## config.mk

```make
export PLATFORM = sky130hd
export DESIGN_NAME = stakv_cell
export DESIGN_NICKNAME = d
export VERILOG_FILES = /design/src/rtl/set_all_key_value_table_core_macros.svh /design/src/rtl/stakv_pkg.sv /design/src/rtl/stakv_cell.sv
export SDC_FILE = /design/constraint.sdc
export NUM_CORES = 1
export LEC_CHECK = 0
export BUFFER_PORTS_ARGS = -buffer_cell sky130_fd_sc_hd__buf_2
export CORE_AREA = 2 2 122 124
export CTS_BUF_LIST = sky130_fd_sc_hd__clkbuf_2 sky130_fd_sc_hd__clkbuf_4 sky130_fd_sc_hd__clkbuf_8
export DETAILED_ROUTE_END_ITERATION = 8
export DIE_AREA = 0 0 124 126
export MAX_ROUTING_LAYER = met4
export PLACE_DENSITY = 0.73
export SETUP_SLACK_MARGIN = 0.05
export SYNTH_ARGS = -nofsm -noshare
export SYNTH_HDL_FRONTEND = slang
export SYNTH_SLANG_ARGS = --single-unit
export TNS_END_PERCENT = 50
```

## constraint.sdc

```tcl
create_clock -name i_clk -period 5.86 [get_ports i_clk]
set_input_delay 1.172 -clock i_clk [delete_from_list [all_inputs] [get_ports i_clk]]
set_output_delay 1.172 -clock i_clk [all_outputs]
set_load 0.01 [all_outputs]
```

## src/rtl/set_all_key_value_table_core_macros.svh

```systemverilog
// ----------------------------------------------------------------------------
// Set-all key/value table: assertion macros
// Shared assertion forms for the modules of the key/value table core.
// ----------------------------------------------------------------------------
`ifndef SET_ALL_KEY_VALUE_TABLE_CORE_MACROS_SVH
`define SET_ALL_KEY_VALUE_TABLE_CORE_MACROS_SVH

// Property checked at every clock edge outside reset.
`define STAKV_ASSERT(label, clk, rst_n, prop, msg) \
    label: assert property (@(posedge clk) disable iff (!rst_n) prop) \
        else $error(msg);

// Property that must hold in the cycle after a condition, outside reset.
`define STAKV_ASSERT_NEXT(label, clk, rst_n, cond, prop, msg) \
    label: assert property (@(posedge clk) disable iff (!rst_n) (cond) |=> (prop)) \
        else $error(msg);

`endif

```

## src/rtl/stakv_pkg.sv

```systemverilog
`timescale 1ns / 1ps
// ----------------------------------------------------------------------------
// Set-all key/value table package
// Sizes, request codes and the token and broadcast types of the cell chain.
// ----------------------------------------------------------------------------
package stakv_pkg;

    // Table geometry and field widths.
    localparam int ENTRIES     = 64;
    localparam int CNT_W       = $clog2(ENTRIES + 1);
    localparam int KEY_W       = 32;
    localparam int VAL_W       = 32;
    localparam int COUNT_OUT_W = 7;

    // Value answered by a get that misses (all ones, that is -1).
    localparam logic [VAL_W-1:0] MISS_VALUE = '1;

    // Request codes.
    typedef enum logic [1:0] {
        REQ_PUT    = 2'd0,
        REQ_GET    = 2'd1,
        REQ_SETALL = 2'd2,
        REQ_CLEAR  = 2'd3
    } t_req;

    // Held-key count.
    typedef logic [CNT_W-1:0] t_count;

    // A put or get travelling down the cell chain, one cell per cycle.
    typedef struct packed {
        logic              active;
        t_req              req;
        logic [KEY_W-1:0]  key;
        logic [VAL_W-1:0]  value;
        logic              done;
        logic              found;
        logic              fresh;
        logic              inserted;
    } t_tok;

    // Commands seen by every cell in the same cycle.
    typedef struct packed {
        logic set_all;
        logic clear;
    } t_bcast;

endpackage

```

## src/rtl/stakv_cell.sv

```systemverilog
`timescale 1ns / 1ps
// ----------------------------------------------------------------------------
// Table cell
// Holds one slot and passes the request token on to the next cell each cycle.
// ----------------------------------------------------------------------------
module stakv_cell (
    input  logic             i_clk,
    input  logic             i_rst_n,
    input  stakv_pkg::t_tok   i_tok,
    input  stakv_pkg::t_bcast i_bc,
    output stakv_pkg::t_tok   o_tok
);
    import stakv_pkg::*;

    logic             r_valid;
    logic             r_fresh;
    logic [KEY_W-1:0] r_key;
    logic [VAL_W-1:0] r_value;
    t_tok             r_tok;

    logic             n_valid;
    logic             n_fresh;
    logic [KEY_W-1:0] n_key;
    logic [VAL_W-1:0] n_value;
    t_tok             n_tok;

    logic             w_live;
    logic             w_match;
    logic             w_claim;

    // Slots fill from the front and are only emptied all at once, so the
    // first empty cell a put reaches proves that its key is absent.
    assign w_live  = i_tok.active & ~i_tok.done;
    assign w_match = w_live & r_valid & (r_key == i_tok.key);
    assign w_claim = w_live & ~r_valid & (i_tok.req == REQ_PUT);

    // Slot update and token hand-off.
    always_comb begin
        n_valid = r_valid;
        n_fresh = r_fresh;
        n_key   = r_key;
        n_value = r_value;
        n_tok   = i_tok;
        if (i_bc.clear) begin
            n_valid = 1'b0;
            n_fresh = 1'b0;
        end else if (i_bc.set_all) begin
            n_fresh = 1'b0;
        end else if (w_match) begin
            n_tok.done = 1'b1;
            if (i_tok.req == REQ_PUT) begin
                n_value = i_tok.value;
                n_fresh = 1'b1;
            end else begin
                n_tok.found = 1'b1;
                n_tok.fresh = r_fresh;
                n_tok.value = r_value;
            end
        end else if (w_claim) begin
            n_valid        = 1'b1;
            n_fresh        = 1'b1;
            n_key          = i_tok.key;
            n_value        = i_tok.value;
            n_tok.done     = 1'b1;
            n_tok.inserted = 1'b1;
        end
    end

    // Control flags and the token stage.
    always_ff @(posedge i_clk) begin
        if (!i_rst_n) begin
            r_valid      <= 1'b0;
            r_fresh      <= 1'b0;
            r_tok.active <= 1'b0;
        end else begin
            r_valid <= n_valid;
            r_fresh <= n_fresh;
            r_tok   <= n_tok;
        end
    end

    // Slot key and value.
    always_ff @(posedge i_clk) begin
        r_key   <= n_key;
        r_value <= n_value;
    end

    assign o_tok = r_tok;

endmodule

```

==> metrics <==
outcome completed; total of endpoints with negative setup slack in the final report 0; GRT Total Usage 0.143; Slew Limit Fails 0; Post-Synth XOR/XNOR Area 0.0500; initial antenna violation count 0; vertical extent of the die around 130 µm; root cell of the clock tree clkbuf_8; synthesis warning total 0; maximum buffer depth of the clock tree 2; clock sinks 137; setup fix buffers added after clock tree synthesis 0; mean post-synth cell area ~20 µm²; post-detailed-route count of antenna-violating nets 0; Netlist Area Pre-Place 0.00561 mm²; # resized after CTS 0; commonest cells after routing, fill and taps aside buf_2 (144), edfxtp_1 (134), mux2_4 (50); headroom to the max-slew limit 0.263; area occupied by multi-input gates between 0.001 and 0.0015 mm²; clock-pin slew on the worst setup and hold paths 0.07 ns; unrepaired setup endpoints after global routing false; post-synthesis compound-gate area fraction 0.00536; Std-Cell Core Area 0.0143 mm²; net count after synthesis 351; total CTS buffers 17; final wirelength slightly above 10 mm; Starting DRT DRC Count 127; Static Leak 2.81 nW; combinational family with the most area after synthesis multiplexers; area delta synth->final 23.6%; final period utilization 0.588; timing-limited maximum frequency about 290 MHz; library cell with the largest summed area after synthesis edfxtp_1; overall power after layout approximately 0.0021 W; input/output buffers 145; FP Rows 44; commonest non-fill, non-tap cell in the layout buf_2; post-synthesis share of cell area spent on and, or, nand and nor gates 0.0393; first-pass GRT wire length 15.9 mm; Congestion Overflow GR 0; cells after synthesis 276; IO Pins 146; placed instance count 600; share of the synthesized area in the top cell type 0.718; Post-Route Setup TNS 0 ns; classification of the worst setup path in -> reg; CTS tree done; Pre-Repair DR Iteration Count 4; vias post-DR 2931; transition time at the pin with the least slew margin 1.10 ns; Critical Path Sink Type flip-flop; n_diodes 0; share of cell area taken by muxes after synthesis 0.164; synth top area cells edfxtp_1 (72%), mux2_4 (13%), xnor2_1 (4.8%), mux2_1 (1.8%), buf_6 (1.2%); element type at the critical path start input pin; clock tree skew after final layout 0.00723 ns; sequential cell area just over 0.004 mm²; H-tree depth 4; number of design rule violations left after detail routing 0; largest fanout on the critical path 34; Power Dens Cells between 200 and 300 mW/mm²; Layout Cells excl Fill 632; Required @ worst endpoint about 6 ns; fin crit period 3.44 ns; Clock Latency Late Sink approximately 0.43 ns; number of global-route vias before repair 3143; pin count of the biggest net entering global routing between 70 and 80; hold-fix buffer count after cts 0; data arrival at the endpoint of the critical path ~3.6 ns; post-synthesis adder-cell area fraction 0; GPL Wtd Cong 0.687; wire length per cell 16.4 µm; synth unique cells 29; final-report hold violation count 0; fraction of final layout cells sized beyond drive strength 1 0.540; # fillers 1237; Vias per Instance ~4.6; die extent in x approximately 120 µm; half-perimeter wire length after placement 6.85 mm; Starting Density 0.392; Die Area 0.0156 mm²; worst min-delay path class reg -> reg; final layout net count 510; flip-flop and latch count after synthesis ~140; part of the Yosys area used for sequential elements 0.729; maximum resistive drop on vdd 0.000170 V; max-cap violations 0
-- stage by stage --
step,util,instance area (µm²),hold slack (ns),setup slack (ns)
floorplan,-,5610,0.481,0.757
global placement,0.456,6530,0.530,1.96
detailed placement,0.456,6530,0.545,1.93
CTS,0.484,6930,0.556,2.41
global route,0.484,6930,0.579,2.29
finish,0.484,6930,0.554,2.42
-- cell type report --
type                    count  share of cell area
clock buffers              19              0.0359
inverters                   1            0.000542
well taps                 184              0.0332
flip-flops and latches    137               0.589
clock inverters            13              0.0220
multi-input cells         132               0.213
repair buffers            146               0.106
-- metal layers --
| layer | routed length (µm) | vias up | global-route usage |
|---|---|---|---|
| li1 | - | 1390 | - |
| met1 | 4460 | 1431 | 0.166 |
| met2 | 5090 | 94 | 0.226 |
| met3 | 585 | 16 | 0.0435 |
| met4 | 201 | 0 | 0.0668 |
| met5 | 0 | - | - |
-- cells in the mapped netlist --
library cell and number:
nor3b_1 1, o21ai_0 1, a21boi_0 1, dfxtp_1 3, nand4b_2 1, nor3_1 2, nor4_1 1, nor4_4 1
nand4_1 7, buf_6 6, mux2_4 50, nand3_1 3, nand4_4 1, mux2_2 6, nand2_1 1, nor2_1 6
o211ai_1 1, a21oi_1 2, mux2_1 9, nor3_2 1, and2_1 1, inv_1 1, edfxtp_1 134, nand2b_4 1
or3b_4 1, xor2_1 1, xnor2_1 31, nand2b_1 1, or2_2 1
-- power breakdown --
group | switching (W) | internal, W | total, W
clock | 0.000351 | 0.000427 | 0.000778
combinational | 0.0000791 | 0.0000799 | 0.000159
sequential | 0.0000120 | 0.00112 | 0.00114
total | 0.000442 | 0.00163 | 0.00207
-- kinds of logic (layout without fill, tap and decap cells) --
family / Yosys count / in the layout
DFF: 137 / 137
muxes: 65 / 65
xor gates and xnor gates: 32 / 32
and+or+nand+nor: 30 / 30
buffers and inverters: 7 / 179
AOI/OAI and AO/OA: 5 / 5
-- worst max-delay path, stage by stage --
cell and delay [ns]:
buf_2 0.12, xor2_1 0.16, or3b_4 0.40, nor4_4 0.43
nand4_4 0.73, mux2_1 0.59
-- sequential cells by signal, indices dropped and copies added (netlist names) --
register / cells
r_key: 32
o_tok: 71
r_valid: 1
r_fresh: 1
r_value: 32
-- final timing paths --
path	startpoint	to	slack, ns	cells past startpoint
worst max-delay path	i_tok[56]	o_tok[28]	2.42	6
worst max register to register	r_key[20]	o_tok[28]	2.91	5
worst min-delay path	r_valid	r_valid	0.55	2
worst min register to register	r_valid	r_valid	0.55	2
(Power assumes the default switching activity.)
