$ cat src/rtl/set_all_key_value_table_core_macros.svh
// ----------------------------------------------------------------------------
// Set-all key/value table: assertion macros
// Shared assertion forms for the modules of the key/value table core.
// ----------------------------------------------------------------------------
`ifndef SET_ALL_KEY_VALUE_TABLE_CORE_MACROS_SVH
`define SET_ALL_KEY_VALUE_TABLE_CORE_MACROS_SVH

// Property checked at every clock edge outside reset.
`define STAKV_ASSERT(label, clk, rst_n, prop, msg) \
    label: assert property (@(posedge clk) disable iff (!rst_n) prop) \
        else $error(msg);

// Property that must hold in the cycle after a condition, outside reset.
`define STAKV_ASSERT_NEXT(label, clk, rst_n, cond, prop, msg) \
    label: assert property (@(posedge clk) disable iff (!rst_n) (cond) |=> (prop)) \
        else $error(msg);

`endif

$ cat src/rtl/stakv_pkg.sv
`timescale 1ns / 1ps
// ----------------------------------------------------------------------------
// Set-all key/value table package
// Sizes, request codes and the token and broadcast types of the cell chain.
// ----------------------------------------------------------------------------
package stakv_pkg;

    // Table geometry and field widths.
    localparam int ENTRIES     = 64;
    localparam int CNT_W       = $clog2(ENTRIES + 1);
    localparam int KEY_W       = 32;
    localparam int VAL_W       = 32;
    localparam int COUNT_OUT_W = 7;

    // Value answered by a get that misses (all ones, that is -1).
    localparam logic [VAL_W-1:0] MISS_VALUE = '1;

    // Request codes.
    typedef enum logic [1:0] {
        REQ_PUT    = 2'd0,
        REQ_GET    = 2'd1,
        REQ_SETALL = 2'd2,
        REQ_CLEAR  = 2'd3
    } t_req;

    // Held-key count.
    typedef logic [CNT_W-1:0] t_count;

    // A put or get travelling down the cell chain, one cell per cycle.
    typedef struct packed {
        logic              active;
        t_req              req;
        logic [KEY_W-1:0]  key;
        logic [VAL_W-1:0]  value;
        logic              done;
        logic              found;
        logic              fresh;
        logic              inserted;
    } t_tok;

    // Commands seen by every cell in the same cycle.
    typedef struct packed {
        logic set_all;
        logic clear;
    } t_bcast;

endpackage

$ cat src/rtl/stakv_req_if.sv
`timescale 1ns / 1ps
// ----------------------------------------------------------------------------
// Request channel
// Valid/ready channel carrying one table request per transfer.
// ----------------------------------------------------------------------------
interface stakv_req_if;
    import stakv_pkg::*;

    logic                    valid;
    logic                    ready;
    t_req                    req_type;
    logic signed [KEY_W-1:0] key;
    logic signed [VAL_W-1:0] data_value;

    modport source (output valid, req_type, key, data_value, input ready);
    modport sink   (input valid, req_type, key, data_value, output ready);
endinterface

$ cat src/rtl/stakv_rsp_if.sv
`timescale 1ns / 1ps
// ----------------------------------------------------------------------------
// Response channel
// Valid/ready channel carrying one result per transfer.
// ----------------------------------------------------------------------------
interface stakv_rsp_if;
    import stakv_pkg::*;

    logic                    valid;
    logic                    ready;
    logic                    found;
    logic signed [VAL_W-1:0] read_value;
    logic [COUNT_OUT_W-1:0]  entry_count;
    logic                    insert_dropped;

    modport source (output valid, found, read_value, entry_count, insert_dropped,
                     input ready);
    modport sink   (input valid, found, read_value, entry_count, insert_dropped,
                     output ready);
endinterface

$ cat src/rtl/stakv_ctrl.sv
`timescale 1ns / 1ps
`include "set_all_key_value_table_core_macros.svh"
// ----------------------------------------------------------------------------
// Table controller
// Takes requests, launches tokens into the cell chain, keeps the set-all value
// and the key count, and holds the result register.
// ----------------------------------------------------------------------------
module stakv_ctrl (
    input  logic             i_clk,
    input  logic             i_rst_n,
    stakv_req_if.sink         i_req,
    stakv_rsp_if.source       o_rsp,
    output stakv_pkg::t_tok   o_tok,
    output stakv_pkg::t_bcast o_bc,
    input  stakv_pkg::t_tok   i_tok
);
    import stakv_pkg::*;

    typedef enum logic [1:0] {
        ST_IDLE,
        ST_WALK,
        ST_HOLD
    } t_state;

    typedef struct packed {
        logic             found;
        logic [VAL_W-1:0] value;
        t_count           count;
        logic             dropped;
    } t_res;

    t_state           r_state, n_state;
    t_tok             r_tok, n_tok;
    t_bcast           r_bc, n_bc;
    logic [VAL_W-1:0] r_bulk, n_bulk;
    t_count           r_count, n_count;
    t_res             r_res, n_res;
    logic             r_out_valid, n_out_valid;
    t_res             r_out, n_out;

    logic             w_accept;
    logic             w_out_free;
    t_count           w_count_inc;

    assign i_req.ready = (r_state == ST_IDLE);
    assign w_accept    = i_req.valid & i_req.ready;
    assign w_out_free  = ~r_out_valid | o_rsp.ready;
    assign w_count_inc = r_count + t_count'(i_tok.inserted);

    // Request sequencing.
    always_comb begin
        n_state     = r_state;
        n_tok       = '0;
        n_bc        = '0;
        n_bulk      = r_bulk;
        n_count     = r_count;
        n_res       = r_res;
        n_out_valid = r_out_valid & ~o_rsp.ready;
        n_out       = r_out;
        unique case (r_state)
            ST_IDLE: begin
                if (w_accept) begin
                    n_res = '{found: 1'b0, value: '0, count: r_count, dropped: 1'b0};
                    unique case (i_req.req_type) inside
                        REQ_PUT, REQ_GET: begin
                            n_tok.active = 1'b1;
                            n_tok.req    = i_req.req_type;
                            n_tok.key    = i_req.key;
                            n_tok.value  = i_req.data_value;
                            n_state      = ST_WALK;
                        end
                        REQ_SETALL: begin
                            n_bc.set_all = 1'b1;
                            n_bulk       = i_req.data_value;
                            n_state      = ST_HOLD;
                        end
                        REQ_CLEAR: begin
                            n_bc.clear  = 1'b1;
                            n_bulk      = '0;
                            n_count     = '0;
                            n_res.count = '0;
                            n_state     = ST_HOLD;
                        end
                        default: n_state = ST_IDLE;
                    endcase
                end
            end
            ST_WALK: begin
                // The token leaves the last cell with its outcome.
                if (i_tok.active) begin
                    n_count       = w_count_inc;
                    n_res.found   = i_tok.found;
                    n_res.count   = w_count_inc;
                    n_res.dropped = (i_tok.req == REQ_PUT) & ~i_tok.done;
                    if (i_tok.req == REQ_GET) begin
                        if (!i_tok.found) begin
                            n_res.value = MISS_VALUE;
                        end else if (i_tok.fresh) begin
                            n_res.value = i_tok.value;
                        end else begin
                            n_res.value = r_bulk;
                        end
                    end else begin
                        n_res.value = '0;
                    end
                    n_state = ST_HOLD;
                end
            end
            ST_HOLD: begin
                if (w_out_free) begin
                    n_out_valid = 1'b1;
                    n_out       = r_res;
                    n_state     = ST_IDLE;
                end
            end
            default: n_state = ST_IDLE;
        endcase
    end

    // State, control and result registers.
    always_ff @(posedge i_clk) begin
        if (!i_rst_n) begin
            r_state      <= ST_IDLE;
            r_tok.active <= 1'b0;
            r_bc         <= '0;
            r_bulk       <= '0;
            r_count      <= '0;
            r_out_valid  <= 1'b0;
        end else begin
            r_state     <= n_state;
            r_tok       <= n_tok;
            r_bc        <= n_bc;
            r_bulk      <= n_bulk;
            r_count     <= n_count;
            r_res       <= n_res;
            r_out_valid <= n_out_valid;
            r_out       <= n_out;
        end
    end

    // Chain drive and response channel.
    assign o_tok                = r_tok;
    assign o_bc                 = r_bc;
    assign o_rsp.valid          = r_out_valid;
    assign o_rsp.found          = r_out.found;
    assign o_rsp.read_value     = r_out.value;
    assign o_rsp.entry_count    = COUNT_OUT_W'(r_out.count);
    assign o_rsp.insert_dropped = r_out.dropped;

    // Checks on the sequencing.
    `STAKV_ASSERT(a_tok_in_walk, i_clk, i_rst_n, i_tok.active |-> r_state == ST_WALK, "token returned outside a walk")
    `STAKV_ASSERT_NEXT(a_tok_launch, i_clk, i_rst_n, w_accept && (i_req.req_type == REQ_PUT || i_req.req_type == REQ_GET), r_tok.active, "put or get did not launch a token")
    `STAKV_ASSERT(a_count_max, i_clk, i_rst_n, r_count <= CNT_W'(ENTRIES), "key count above table size")
    `STAKV_ASSERT(a_drop_full, i_clk, i_rst_n, (r_state == ST_HOLD && r_res.dropped) |-> r_count == CNT_W'(ENTRIES), "put dropped while table not full")

endmodule
$ cat src/flat_wrapper.sv
// flat-port wrapper written by rule: the top's interface ports become plain ports
module stakv_ctrl_flat import stakv_pkg::*;
  (i_clk, i_rst_n, o_tok, o_bc, i_tok, i_req_valid, i_req_req_type, i_req_key, i_req_data_value, i_req_ready, o_rsp_valid, o_rsp_found, o_rsp_read_value, o_rsp_entry_count, o_rsp_insert_dropped, o_rsp_ready);
  stakv_req_if i_req_i ();
  stakv_rsp_if o_rsp_i ();
  input  logic i_clk;
  input  logic i_rst_n;
  output stakv_pkg::t_tok o_tok;
  output stakv_pkg::t_bcast o_bc;
  input  stakv_pkg::t_tok i_tok;
  input wire logic [$bits(i_req_i.valid)-1:0] i_req_valid;
  input wire logic [$bits(i_req_i.req_type)-1:0] i_req_req_type;
  input wire logic [$bits(i_req_i.key)-1:0] i_req_key;
  input wire logic [$bits(i_req_i.data_value)-1:0] i_req_data_value;
  output wire logic [$bits(i_req_i.ready)-1:0] i_req_ready;
  output wire logic [$bits(o_rsp_i.valid)-1:0] o_rsp_valid;
  output wire logic [$bits(o_rsp_i.found)-1:0] o_rsp_found;
  output wire logic [$bits(o_rsp_i.read_value)-1:0] o_rsp_read_value;
  output wire logic [$bits(o_rsp_i.entry_count)-1:0] o_rsp_entry_count;
  output wire logic [$bits(o_rsp_i.insert_dropped)-1:0] o_rsp_insert_dropped;
  input wire logic [$bits(o_rsp_i.ready)-1:0] o_rsp_ready;
  assign i_req_i.valid = i_req_valid;
  assign i_req_i.req_type = i_req_req_type;
  assign i_req_i.key = i_req_key;
  assign i_req_i.data_value = i_req_data_value;
  assign i_req_ready = i_req_i.ready;
  assign o_rsp_valid = o_rsp_i.valid;
  assign o_rsp_found = o_rsp_i.found;
  assign o_rsp_read_value = o_rsp_i.read_value;
  assign o_rsp_entry_count = o_rsp_i.entry_count;
  assign o_rsp_insert_dropped = o_rsp_i.insert_dropped;
  assign o_rsp_i.ready = o_rsp_ready;
  stakv_ctrl u_core (.i_clk(i_clk), .i_rst_n(i_rst_n), .i_req(i_req_i), .o_rsp(o_rsp_i), .o_tok(o_tok), .o_bc(o_bc), .i_tok(i_tok));
endmodule
$ cat config.mk
export PLATFORM = sky130hd
export DESIGN_NAME = stakv_ctrl_flat
export DESIGN_NICKNAME = d
export VERILOG_FILES = /design/src/rtl/stakv_pkg.sv /design/src/rtl/stakv_req_if.sv /design/src/rtl/stakv_rsp_if.sv /design/src/rtl/stakv_ctrl.sv /design/src/flat_wrapper.sv
export VERILOG_INCLUDE_DIRS = /design/src /design/src/rtl
export SDC_FILE = /design/constraint.sdc
export NUM_CORES = 1
export LEC_CHECK = 0
export ABC_AREA = 0
export BUFFER_PORTS_ARGS = -buffer_cell sky130_fd_sc_hd__buf_2
export CELL_PAD_IN_SITES_DETAIL_PLACEMENT = 0
export CELL_PAD_IN_SITES_GLOBAL_PLACEMENT = 2
export CORE_MARGIN = 8
export CORE_UTILIZATION = 34
export CTS_BUF_LIST = sky130_fd_sc_hd__clkbuf_2
export DETAILED_ROUTE_END_ITERATION = 16
export GPL_TIMING_DRIVEN = 0
export PLACE_DENSITY_LB_ADDON = 0.1
export REMOVE_ABC_BUFFERS = 1
export SETUP_SLACK_MARGIN = 0.02
export SLEW_MARGIN = 20
export SYNTH_ARGS = -nofsm -noshare
export SYNTH_HDL_FRONTEND = slang
export SYNTH_SLANG_ARGS = --single-unit
export TNS_END_PERCENT = 30
$ cat constraint.sdc
create_clock -name i_clk -period 6.11 [get_ports i_clk]
set_input_delay 1.833 -clock i_clk [delete_from_list [all_inputs] [get_ports i_clk]]
set_output_delay 1.833 -clock i_clk [all_outputs]
set_load 0.01 [all_outputs]
==> metrics.cfg, run 1 <==
[run_status]
status=completed

[critical_path]
critical_path_required_ns=4.28
timing.critical_path.to_type=primary output
cp_data_arrival_time_ns=1.72
criticalPathCategory=flop to primary output
timing.reg2reg.setup_slack_ns=4.08
timing.critical_path.from_type=flop
timing.critical_path.fanout_max=8

[power]
power_frac_comb=0.092
power_per_unit_of_standard_cell_area_mw_per_mm2=258
total_power_mw=2.30
sequential_group_share_of_total_power=0.644
irDropWorstVdd_mv=0.0982
p_int_mw=1.71
static-leakage-power_nw=3.66
switching_power_mw=0.590
power_switching_share=0.256
p_clk_frac=0.264

[sta]
fin_crit_ns=3.56
worst_slew_pin_slew_ns=1.08
skew_ns=0.0554
timing_hold_violations_final=0
slew_viol_final=0
slew_headroom=0.278
setup_viol_count_final=0
rsz0062_at_grt=no
max_freq_ghz=0.281
finalCritPeriodShare=0.582

[global_routing]
grt_antenna_before_repair=5
grt_overflow=0
grt_first_pass_wirelength_um=27400
grt_start_max_net_pins=49
first_global_vias=4764
grt_util_all_layers=0.138

[detailed_routing]
vias_per_cell=4.58
drt-initial-drc-count=328
wl_um=18000
routed_wire_length_per_instance_um=18.4
via_count_of_the_routed_design=4494
drc=0
final_antenna_net_count=0
firstDrtPassIters=4

[synth]
ys_ff_latch=193
yosys.cell_types.count=35
yosys_warning_count=0
postSynthAreaPerCell_um2=15.3
syn_area_mm2=0.00713
synth_cells=466
synth_sequential_area_ratio=0.749

[clock_network]
worstSkewPairLatency_ns=0.72
hold_buffers=0
cts-htree-levels=4
clock-root-buffer=sky130_fd_sc_hd__clkbuf_2
clk_path_buf_depth=2
cts_inserted_buffers=17
cts-resized-gates=0
clock-sinks=193
post-cts-setup-buffer-count=0
tritoncts=built
clk_pin_slew_worst_paths_ns=0.29

[finish]
fillers=2007
multi_input_comb_area_mm2=0.00167
layout.cell_area.non_filler_mm2=0.00891
area.growth.synth_to_final_pct=25.0
post_route_cells_drive_above_1_share=0.384
final_nets=833
ff_latch_area_mm2=0.00535

[die]
floorplan.core_area_mm2=0.0208
die_x_um=161
std_cell_rows=53
dieHeight_um=161
io_pins=257
design.die.area_mm2=0.0259
starting_utilization_of_the_core_area=0.343

[placement]
post-dp-hpwl_um=12900
routabilityCongestion=0.741
port_buffers=220
detailed_place.area_mm2=0.00869

[hold_path]
min_path_type=flop to flop

[run]
cap_viol_max_count=0

==> cell type report <==
| cell class | instances | area share |
|---|---|---|
| Antenna cell | 3 | 0.000842 |
| Inverter | 1 | 0.000421 |
| Sequential cell | 193 | 0.600 |
| Multi-Input combinational cell | 244 | 0.188 |
| Clock inverter | 15 | 0.0152 |
| Tap cell | 275 | 0.0386 |
| Clock buffer | 17 | 0.00954 |
| Timing Repair Buffer | 233 | 0.148 |
==> logic make-up (layout without fill, tap and decap cells) <==
family                   count (synthesis)  count (layout)  share of synthesized area
adder cells (fa/ha/maj)                  2               2                    0.00351
flip-flops                             193             193                      0.749
AND/OR/NAND/NOR                        116             116                     0.0935
AO/OA/AOI/OAI                           87              87                     0.0821
buffers and inverters                   33             266                     0.0235
multiplexers                            34              34                     0.0477
other                                    1               8                   0.000526
==> metal layers <==
layer / global-route usage / vias up / part of all wire
met2: 0.220 / 173 / 0.46
met5: 0 / - / 0.0017
met1: 0.163 / 2121 / 0.43
li1: - / 2176 / -
met3: 0.0622 / 18 / 0.10
met4: 0.0442 / 6 / 0.0096
==> synthesized netlist by cell type <==
cell type / n / share of area
sky130_fd_sc_hd__nor3b_4: 1 / 0.0026
sky130_fd_sc_hd__a22o_1: 34 / 0.042
sky130_fd_sc_hd__nor3b_1: 1 / 0.0011
sky130_fd_sc_hd__and4b_1: 1 / 0.0014
sky130_fd_sc_hd__mux2i_1: 34 / 0.048
sky130_fd_sc_hd__nand3_1: 8 / 0.0056
sky130_fd_sc_hd__ha_1: 2 / 0.0035
sky130_fd_sc_hd__o21ai_0: 7 / 0.0049
sky130_fd_sc_hd__buf_6: 3 / 0.0047
sky130_fd_sc_hd__nor4_1: 1 / 0.00088
sky130_fd_sc_hd__dfxtp_1: 45 / 0.13
sky130_fd_sc_hd__o22a_1: 1 / 0.0012
sky130_fd_sc_hd__nor3_1: 2 / 0.0014
sky130_fd_sc_hd__a311oi_1: 2 / 0.0025
sky130_fd_sc_hd__nand2_1: 16 / 0.0084
sky130_fd_sc_hd__a21oi_1: 36 / 0.025
sky130_fd_sc_hd__or2b_1: 1 / 0.0011
sky130_fd_sc_hd__conb_1: 1 / 0.00053
sky130_fd_sc_hd__or2_1: 1 / 0.00088
sky130_fd_sc_hd__nand4_1: 1 / 0.00088
sky130_fd_sc_hd__nor2_1: 10 / 0.0053
sky130_fd_sc_hd__clkbuf_2: 2 / 0.0014
sky130_fd_sc_hd__buf_2: 3 / 0.0021
sky130_fd_sc_hd__or3_1: 2 / 0.0018
sky130_fd_sc_hd__edfxtp_1: 148 / 0.62
sky130_fd_sc_hd__inv_1: 1 / 0.00053
sky130_fd_sc_hd__nand2b_1: 2 / 0.0018
sky130_fd_sc_hd__a41oi_1: 1 / 0.0012
sky130_fd_sc_hd__o22ai_1: 2 / 0.0018
sky130_fd_sc_hd__a31oi_1: 4 / 0.0035
sky130_fd_sc_hd__nor2b_1: 2 / 0.0018
sky130_fd_sc_hd__and2_1: 67 / 0.059
sky130_fd_sc_hd__buf_1: 7 / 0.0037
sky130_fd_sc_hd__buf_4: 4 / 0.0042
sky130_fd_sc_hd__clkbuf_1: 13 / 0.0068
==> placed cells by master, fill, tap and decap left out, drive strengths merged, types with 2 or more instances in the layout <==
cell / Yosys / layout
clkbuf: 15 / 17
nand2b: 2 / 2
a311oi: 2 / 2
ha: 2 / 2
a22o: 34 / 34
and2: 67 / 67
a21oi: 36 / 36
or3: 2 / 2
a31oi: 4 / 4
edfxtp: 148 / 148
nor3: 2 / 2
o21ai: 7 / 7
o22ai: 2 / 2
nand3: 8 / 8
mux2i: 34 / 34
nor3b: 2 / 2
nor2b: 2 / 2
dfxtp: 45 / 45
inv: 1 / 6
nand2: 16 / 16
nor2: 10 / 10
conb: 1 / 5
clkinv: 0 / 8
diode: 0 / 3
buf: 17 / 233
==> per-stage QoR <==
step | TNS (ns) | hold slack, ns | utilization | std cells | setup WS (ns)
6_report | 0 | 0.435 | 0.428 | 981 | 2.55
5_1_grt | 0 | 0.449 | 0.428 | 980 | 2.39
4_1_cts | 0 | 0.429 | 0.428 | 978 | 2.45
3_5_place_dp | 0 | 0.405 | 0.417 | 946 | 1.97
3_3_place_gp | -226.41 | 0.401 | 0.405 | 933 | -3.54
2_1_floorplan | 0 | 0.400 | - | 438 | 0.570
==> power groups by stage <==
stage | clock network, mW | registers [mW] | logic, mW
finish | 0.608 | 1.48 | 0.211
CTS | 0.637 | 1.48 | 0.217
global route | 0.682 | 1.49 | 0.232
detailed placement | 0 | 1.51 | 0.217
global placement | 0 | 1.51 | 0.194
floorplan | 0 | 1.53 | 0.0607
==> path summary, 6_finish.rpt <==
check	start	endpoint	cells after the start
max	u_core.r_state[1]	i_req_ready	2
min	u_core.r_res[27]	u_core.o_rsp.read_value[19]	0
max reg2reg	u_core.r_state[1]	u_core.o_tok[63]	6
min reg2reg	u_core.r_res[27]	u_core.o_rsp.read_value[19]	0
==> critical path, cell delays in order (launching register included) <==
cell and delay, ns:
sky130_fd_sc_hd__dfxtp_1 0.44, sky130_fd_sc_hd__nor2_1 0.34, sky130_fd_sc_hd__buf_2 0.21
==> state kept, by name (all words and copies together), names as in the netlist <==
| signal | flops |
|---|---|
| u_core.r_count | 7 |
| u_core.r_bulk | 32 |
| u_core.o_rsp.entry_count | 7 |
| u_core.o_bc | 2 |
| u_core.o_rsp.found | 1 |
| u_core.r_res | 41 |
| u_core.r_state | 2 |
| u_core.o_rsp.insert_dropped | 1 |
| u_core.o_rsp.read_value | 32 |
| u_core.o_tok | 67 |
| u_core.o_rsp.valid | 1 |
No activity file was read; power rests on OpenSTA's default activity.
==> run 2: changes to the inputs <==
--- a/config.mk
+++ b/config.mk
@@ -11,7 +11,7 @@
 export CELL_PAD_IN_SITES_DETAIL_PLACEMENT = 0
 export CELL_PAD_IN_SITES_GLOBAL_PLACEMENT = 2
 export CORE_MARGIN = 8
-export CORE_UTILIZATION = 34
+export CORE_UTILIZATION = 31
 export CTS_BUF_LIST = sky130_fd_sc_hd__clkbuf_2
 export DETAILED_ROUTE_END_ITERATION = 16
 export GPL_TIMING_DRIVEN = 0
==> constraint.sdc (replaced) <==
create_clock -name i_clk -period 2.93 [get_ports i_clk]
set_input_delay 0.879 -clock i_clk [delete_from_list [all_inputs] [get_ports i_clk]]
set_output_delay 0.879 -clock i_clk [all_outputs]
set_load 0.01 [all_outputs]
==> run 2 against run 1 <==
  * Register-to-register slack got worse by 3.3 ns
  * Critical endpoint unchanged
  * Total power rose by 110%
  * First-iteration DRC count fell by 23%
  * Clock power rose by 120%
  * Sequential share of layout area barely moved
==> metrics.cfg, run 2 (same netlist as run 1, synthesis figures left out) <==
[run_status]
status=completed

[critical_path]
criticalPathCategory=flop to primary output
crit_path_start=u_core.r_state[1]
timing.critical_path.to_type=primary output
regToRegEndpoint=u_core.r_bulk[23]
timing.critical_path.from_type=flop
timing.reg2reg.setup_slack_ns=0.83  ; -3.25 ns
critical-path-max-stage-delay_ns=0.44  ; about the same
r2r.worst_path.cells=6  ; unchanged
family_with_the_most_delay_on_the_worst_path=flip-flops
cp_data_arrival_time_ns=1.71  ; about the same
crit_chain=nor2_1 > buf_2
critical_path_required_ns=2.05  ; -2.23 ns
timing.rr.start=u_core.r_state[1]
crit_buf_inv=1  ; unchanged
cell_type_of_the_slowest_stage_on_the_worst_timing_path=sky130_fd_sc_hd__dfxtp_1
timing.critical_path.fanout_max=8  ; unchanged

[die]
floorplan.core_area_mm2=0.0226  ; +8.7%
dieHeight_um=168  ; +4.3%
std_cell_rows=55  ; +3.8%
starting_utilization_of_the_core_area=0.315  ; -0.0275
io_pins=257  ; unchanged
design.die.area_mm2=0.0281  ; +8.7%
die_x_um=168  ; +4.3%

[clock_network]
cts-resized-gates=0  ; unchanged
worstSkewPairLatency_ns=0.70  ; -0.02 ns
cts-htree-levels=4  ; unchanged
clock-sinks=193  ; unchanged
clk_path_buf_depth=2  ; unchanged
cts_inserted_buffers=17  ; unchanged
post-cts-setup-buffer-count=0  ; unchanged
hold_buffers=0  ; unchanged
clock-root-buffer=sky130_fd_sc_hd__clkbuf_2
tritoncts=built
clk_pin_slew_worst_paths_ns=0.31  ; +0.02 ns

[global_routing]
first_global_vias=4898  ; +2.8%
grt_overflow=0  ; unchanged
grt_util_all_layers=0.135  ; -0.00307
grt_first_pass_wirelength_um=29000  ; +5.7%
grt_start_max_net_pins=45  ; -8.2%
grt_antenna_before_repair=8  ; +3

[detailed_routing]
wl_um=18900  ; +4.5%
drc=0  ; unchanged
routed_wire_length_per_instance_um=19.1  ; +3.9%
firstDrtPassIters=4  ; unchanged
vias_per_cell=4.65  ; +1.4%
final_antenna_net_count=0  ; unchanged
via_count_of_the_routed_design=4586  ; +2.0%
drt-initial-drc-count=252  ; -23%

[sta]
worst_slew_pin_slew_ns=1.09  ; +0.00922 ns
max_freq_ghz=0.386
timing_hold_violations_final=0  ; unchanged
rsz0062_at_grt=no
finalWorstSetupSlack_ns=0.337  ; -2.22 ns
whs_ns=0.333  ; -0.102 ns
finalCritPeriodShare=0.885
slew_headroom=0.272  ; -0.00615
fin_crit_ns=2.59
skew_ns=0.0392  ; -0.0162 ns
slew_viol_final=0  ; unchanged
setup_viol_count_final=0  ; unchanged

[finish]
fillers=2194  ; +9.3%
largest_reg_flops=67  ; unchanged
post_route_cells_drive_above_1_share=0.382  ; -0.00176
most-common-layout-cells=219 x sky130_fd_sc_hd__buf_2, 148 x sky130_fd_sc_hd__edfxtp_1, 67 x sky130_fd_sc_hd__and2_1
area.growth.synth_to_final_pct=25.0  ; about the same
stdcell_count=987  ; +0.61%
final_nets=832  ; -0.12%
layout_commonest_cell=sky130_fd_sc_hd__buf_2

[hold_path]
hold_path_startpoint=i_req_data_value[25]
holdPathEnd=u_core.r_bulk[25]
hold_path_depth=2  ; +2
min_path_type=input pin to flop

[placement]
dp_slack_ns=-0.226  ; -2.19 ns
port_buffers=220  ; unchanged
place_inst=955  ; +0.95%
post-dp-hpwl_um=13500  ; +5.3%
routabilityCongestion=0.696  ; -6.1%

[power]
irDropWorstVdd_mv=0.221  ; +130%
power_per_unit_of_standard_cell_area_mw_per_mm2=549  ; +110%
static-leakage-power_nw=3.65  ; -0.21%
total_power_mw=4.90  ; +110%

[run]
cap_viol_max_count=0  ; unchanged

-- run 2: worst max path at each step --
stage,slack [ns],end,depth (start not counted)
2_1_floorplan,-1.66,u_core.o_rsp.entry_count[0],2
3_3_place_gp,-5.79,u_core.o_rsp.read_value[31],3
3_5_place_dp,-0.23,u_core.r_res[16],5
4_1_cts,0.23,i_req_ready,2
5_1_grt,0.17,i_req_ready,2
6_report,0.34,i_req_ready,2
-- run 2: layout make-up --
cell class	instances	area, um2	area share
sequential	193	5350	0.599
clock inverter	14	160	0.0180
antenna	1	2.50	0.000281
timing repair buffer	232	1290	0.145
inverter	1	3.75	0.000421
multi-input combinational	244	1670	0.188
tap	285	357	0.0400
clock buffer	17	85.1	0.00954
-- run 2: through the flow --
step | utilization | setup TNS (ns) | instance area (um2)
floorplan | - | -87.46 | 6990
global placement | 0.373 | -584.49 | 8440
detailed placement | 0.383 | -10.77 | 8670
CTS | 0.394 | 0 | 8920
global route | 0.394 | 0 | 8920
finish | 0.394 | 0 | 8920
-- run 2: report_power, final --
part	total, mW	switching (mW)	internal (mW)
Clock	1.36	0.958	0.405
Sequential	3.09	0.0313	3.06
Combinational	0.439	0.256	0.183
-- run 2: per-layer routing --
metal	track usage	part of all wire	up-vias
met5	0	0.0041	-
met4	0.0291	0.0063	14
met3	0.0717	0.11	21
met2	0.219	0.46	171
met1	0.156	0.42	2201
li1	-	-	2179
==> run 3: changes to the inputs <==
--- a/config.mk
+++ b/config.mk
@@ -8,14 +8,13 @@
 export LEC_CHECK = 0
 export ABC_AREA = 0
 export BUFFER_PORTS_ARGS = -buffer_cell sky130_fd_sc_hd__buf_2
-export CELL_PAD_IN_SITES_DETAIL_PLACEMENT = 0
-export CELL_PAD_IN_SITES_GLOBAL_PLACEMENT = 2
 export CORE_MARGIN = 8
-export CORE_UTILIZATION = 31
+export CORE_UTILIZATION = 46
 export CTS_BUF_LIST = sky130_fd_sc_hd__clkbuf_2
 export DETAILED_ROUTE_END_ITERATION = 16
 export GPL_TIMING_DRIVEN = 0
-export PLACE_DENSITY_LB_ADDON = 0.1
+export PLACE_DENSITY = 0.78
+export RECOVER_POWER = 50
 export REMOVE_ABC_BUFFERS = 1
 export SETUP_SLACK_MARGIN = 0.02
 export SLEW_MARGIN = 20
==> run 3 against run 2 <==
  * Combinational power is 5.2% lower
  * Highest routed layer is now met4
  * Clock power shrank 5%
  * Critical path type is now input pin to flop
  * Setup slack lost 0.14 ns
  * Global-route usage is 3.4 points higher
==> metrics.cfg, run 3 (same netlist as run 1, synthesis figures left out) <==
[run_status]
status=completed

[global_routing]
grt_util_all_layers=0.169  ; +0.0345
globalRouteMet3Util=0.0564  ; -0.0153
grt_util_met1=0.187  ; +0.0312
first_global_vias=4968  ; +1.4%
grt_first_pass_wirelength_um=26100  ; -10%
grt_overflow=0  ; unchanged
grtUsageMet2=0.292  ; +0.0731
top_usage_layer=met2
grt_start_max_net_pins=42  ; -6.7%
grt_antenna_before_repair=2  ; -6

[clock_network]
post-cts-setup-buffer-count=0  ; unchanged
worstSkewPairLatency_ns=0.73  ; +0.03 ns
tritoncts=built
cts-resized-gates=0  ; unchanged
clock-sinks=193  ; unchanged
clk_pin_slew_worst_paths_ns=0.26  ; -0.05 ns
clock-root-buffer=sky130_fd_sc_hd__clkbuf_2
clk_path_buf_depth=2  ; unchanged
hold_buffers=0  ; unchanged
cts_inserted_buffers=17  ; unchanged
cts-htree-levels=4  ; unchanged

[detailed_routing]
routed_wire_length_per_instance_um=18.6  ; -2.7%
firstDrtPassIters=5  ; +1
wl_um=16500  ; -12%
final_antenna_net_count=0  ; unchanged
vias_per_cell=5.19  ; +12%
drc=0  ; unchanged
drt-initial-drc-count=233  ; -7.5%
via_count_of_the_routed_design=4619  ; +0.72%

[hold_path]
hold_path_depth=2  ; unchanged
holdPathEnd=u_core.r_bulk[23]
hold_path_startpoint=i_req_data_value[23]
min_path_type=input pin to flop

[sta]
max_freq_ghz=0.366  ; -5.0%
whs_ns=0.350  ; +0.0176 ns
timing_hold_violations_final=0  ; unchanged
rsz0062_at_grt=no
skew_ns=0.0281  ; -0.0111 ns
slew_headroom=0.162  ; -0.109
finalCritPeriodShare=0.931  ; +0.0465
slew_viol_final=0  ; unchanged
worst_slew_pin_slew_ns=1.25  ; +0.161 ns
setup_viol_count_final=0  ; unchanged
fin_crit_ns=2.73  ; +0.136 ns

[placement]
port_buffers=220  ; unchanged
post-dp-hpwl_um=12100  ; -11%
routabilityCongestion=0.785  ; +13%

[die]
io_pins=257  ; unchanged
std_cell_rows=45  ; -18%
starting_utilization_of_the_core_area=0.469  ; +0.154
design.die.area_mm2=0.0198  ; -30%
die_x_um=141  ; -16%
dieHeight_um=141  ; -16%
floorplan.core_area_mm2=0.0152  ; -33%

[power]
p_clk_frac=0.268  ; -0.010
total_power_mw=4.80  ; -2.0%
power_per_unit_of_standard_cell_area_mw_per_mm2=551  ; +0.39%
sequential_group_share_of_total_power=0.645  ; +0.013
switching_power_mw=1.16  ; -7.1%
power_switching_share=0.241  ; -0.0131
p_int_mw=3.64  ; -0.30%
static-leakage-power_nw=3.61  ; -1.2%
irDropWorstVdd_mv=0.256  ; +16%
power_frac_comb=0.087  ; -0.003

[finish]
most-common-layout-cells=219 x sky130_fd_sc_hd__buf_2, 148 x sky130_fd_sc_hd__edfxtp_1, 58 x sky130_fd_sc_hd__and2_1
layout_commonest_cell=sky130_fd_sc_hd__buf_2
largest_reg_flops=67  ; unchanged
final_nets=830  ; -0.24%
area.growth.synth_to_final_pct=22.0
final_core_utilization=0.573  ; +0.179
post_route_cells_drive_above_1_share=0.376  ; -0.00660

[critical_path]
timing.rr.start=u_core.r_state[0]
criticalPathCategory=input pin to flop
timing.critical_path.fanout_max=41  ; +33
timing.critical_path.to_type=flop
cp_data_arrival_time_ns=3.18  ; +1.47 ns
critical_path_required_ns=3.38  ; +1.33 ns
r2r.worst_path.cells=5  ; -1
timing.critical_path.from_type=input pin
timing.reg2reg.setup_slack_ns=0.56  ; -0.27 ns
regToRegEndpoint=u_core.r_bulk[10]

[run]
cap_viol_max_count=0  ; unchanged

==> run 3: worst max-delay path: stages <==
cell	delay, ns
sky130_fd_sc_hd__buf_4	0.39
sky130_fd_sc_hd__buf_12	0.29
sky130_fd_sc_hd__inv_1	0.25
sky130_fd_sc_hd__nor3b_1	0.58
sky130_fd_sc_hd__clkbuf_1	0.46
sky130_fd_sc_hd__buf_4	0.29
==> run 3: power groups by stage <==
| stage | Sequential, mW | Clock (mW) | Combinational, mW |
|---|---|---|---|
| after global placement | 3.15 | 0 | 0.383 |
| after detailed placement | 3.15 | 0 | 0.428 |
| after global routing | 3.11 | 1.42 | 0.453 |
| after floorplan | 3.19 | 0 | 0.127 |
| after CTS | 3.09 | 1.33 | 0.429 |
| final | 3.09 | 1.29 | 0.416 |
==> run 3: worst max path at each step <==
stage	from	endpoint	slack [ns]	cells past startpoint
3_3_place_gp	i_rst_n	u_core.o_rsp.read_value[13]	-4.71	3
3_5_place_dp	i_rst_n	u_core.o_rsp.read_value[6]	-0.19	6
5_1_grt	i_rst_n	u_core.o_rsp.read_value[22]	0.09	6
4_1_cts	u_core.r_state[1]	i_req_ready	0.26	2
6_report	i_rst_n	u_core.o_rsp.read_value[10]	0.20	6
2_1_floorplan	i_rst_n	u_core.o_rsp.entry_count[0]	-1.66	2
==> run 3: through the flow <==
step                      setup TNS (ns)  worst slack, ns  area (um2)  std cells
after floorplan                   -87.46            -1.66        6990        438
after global placement           -456.51            -4.71        8320        846
after detailed placement           -6.98           -0.190        8520        856
after CTS                              0            0.256        8750        888
after global routing                   0           0.0921        8710        890
final                                  0            0.201        8710        890
==> run 3: layout make-up <==
class                   instances  area [um2]
inverters                       1        3.75
clock buffers                  19        95.1
well taps                     188         235
clock inverters                13         138
flip-flops and latches        193        5350
repair buffers                230        1250
multi-input cells             244        1640
diodes                          2        5.00
fillers                      1270        6500
==> run 3: layer usage <==
layer  part of all wire  up-vias
li1                   -     2170
met1               0.38     2217
met2               0.52      210
met3              0.078       22
met4              0.023        0
met5                  0        -
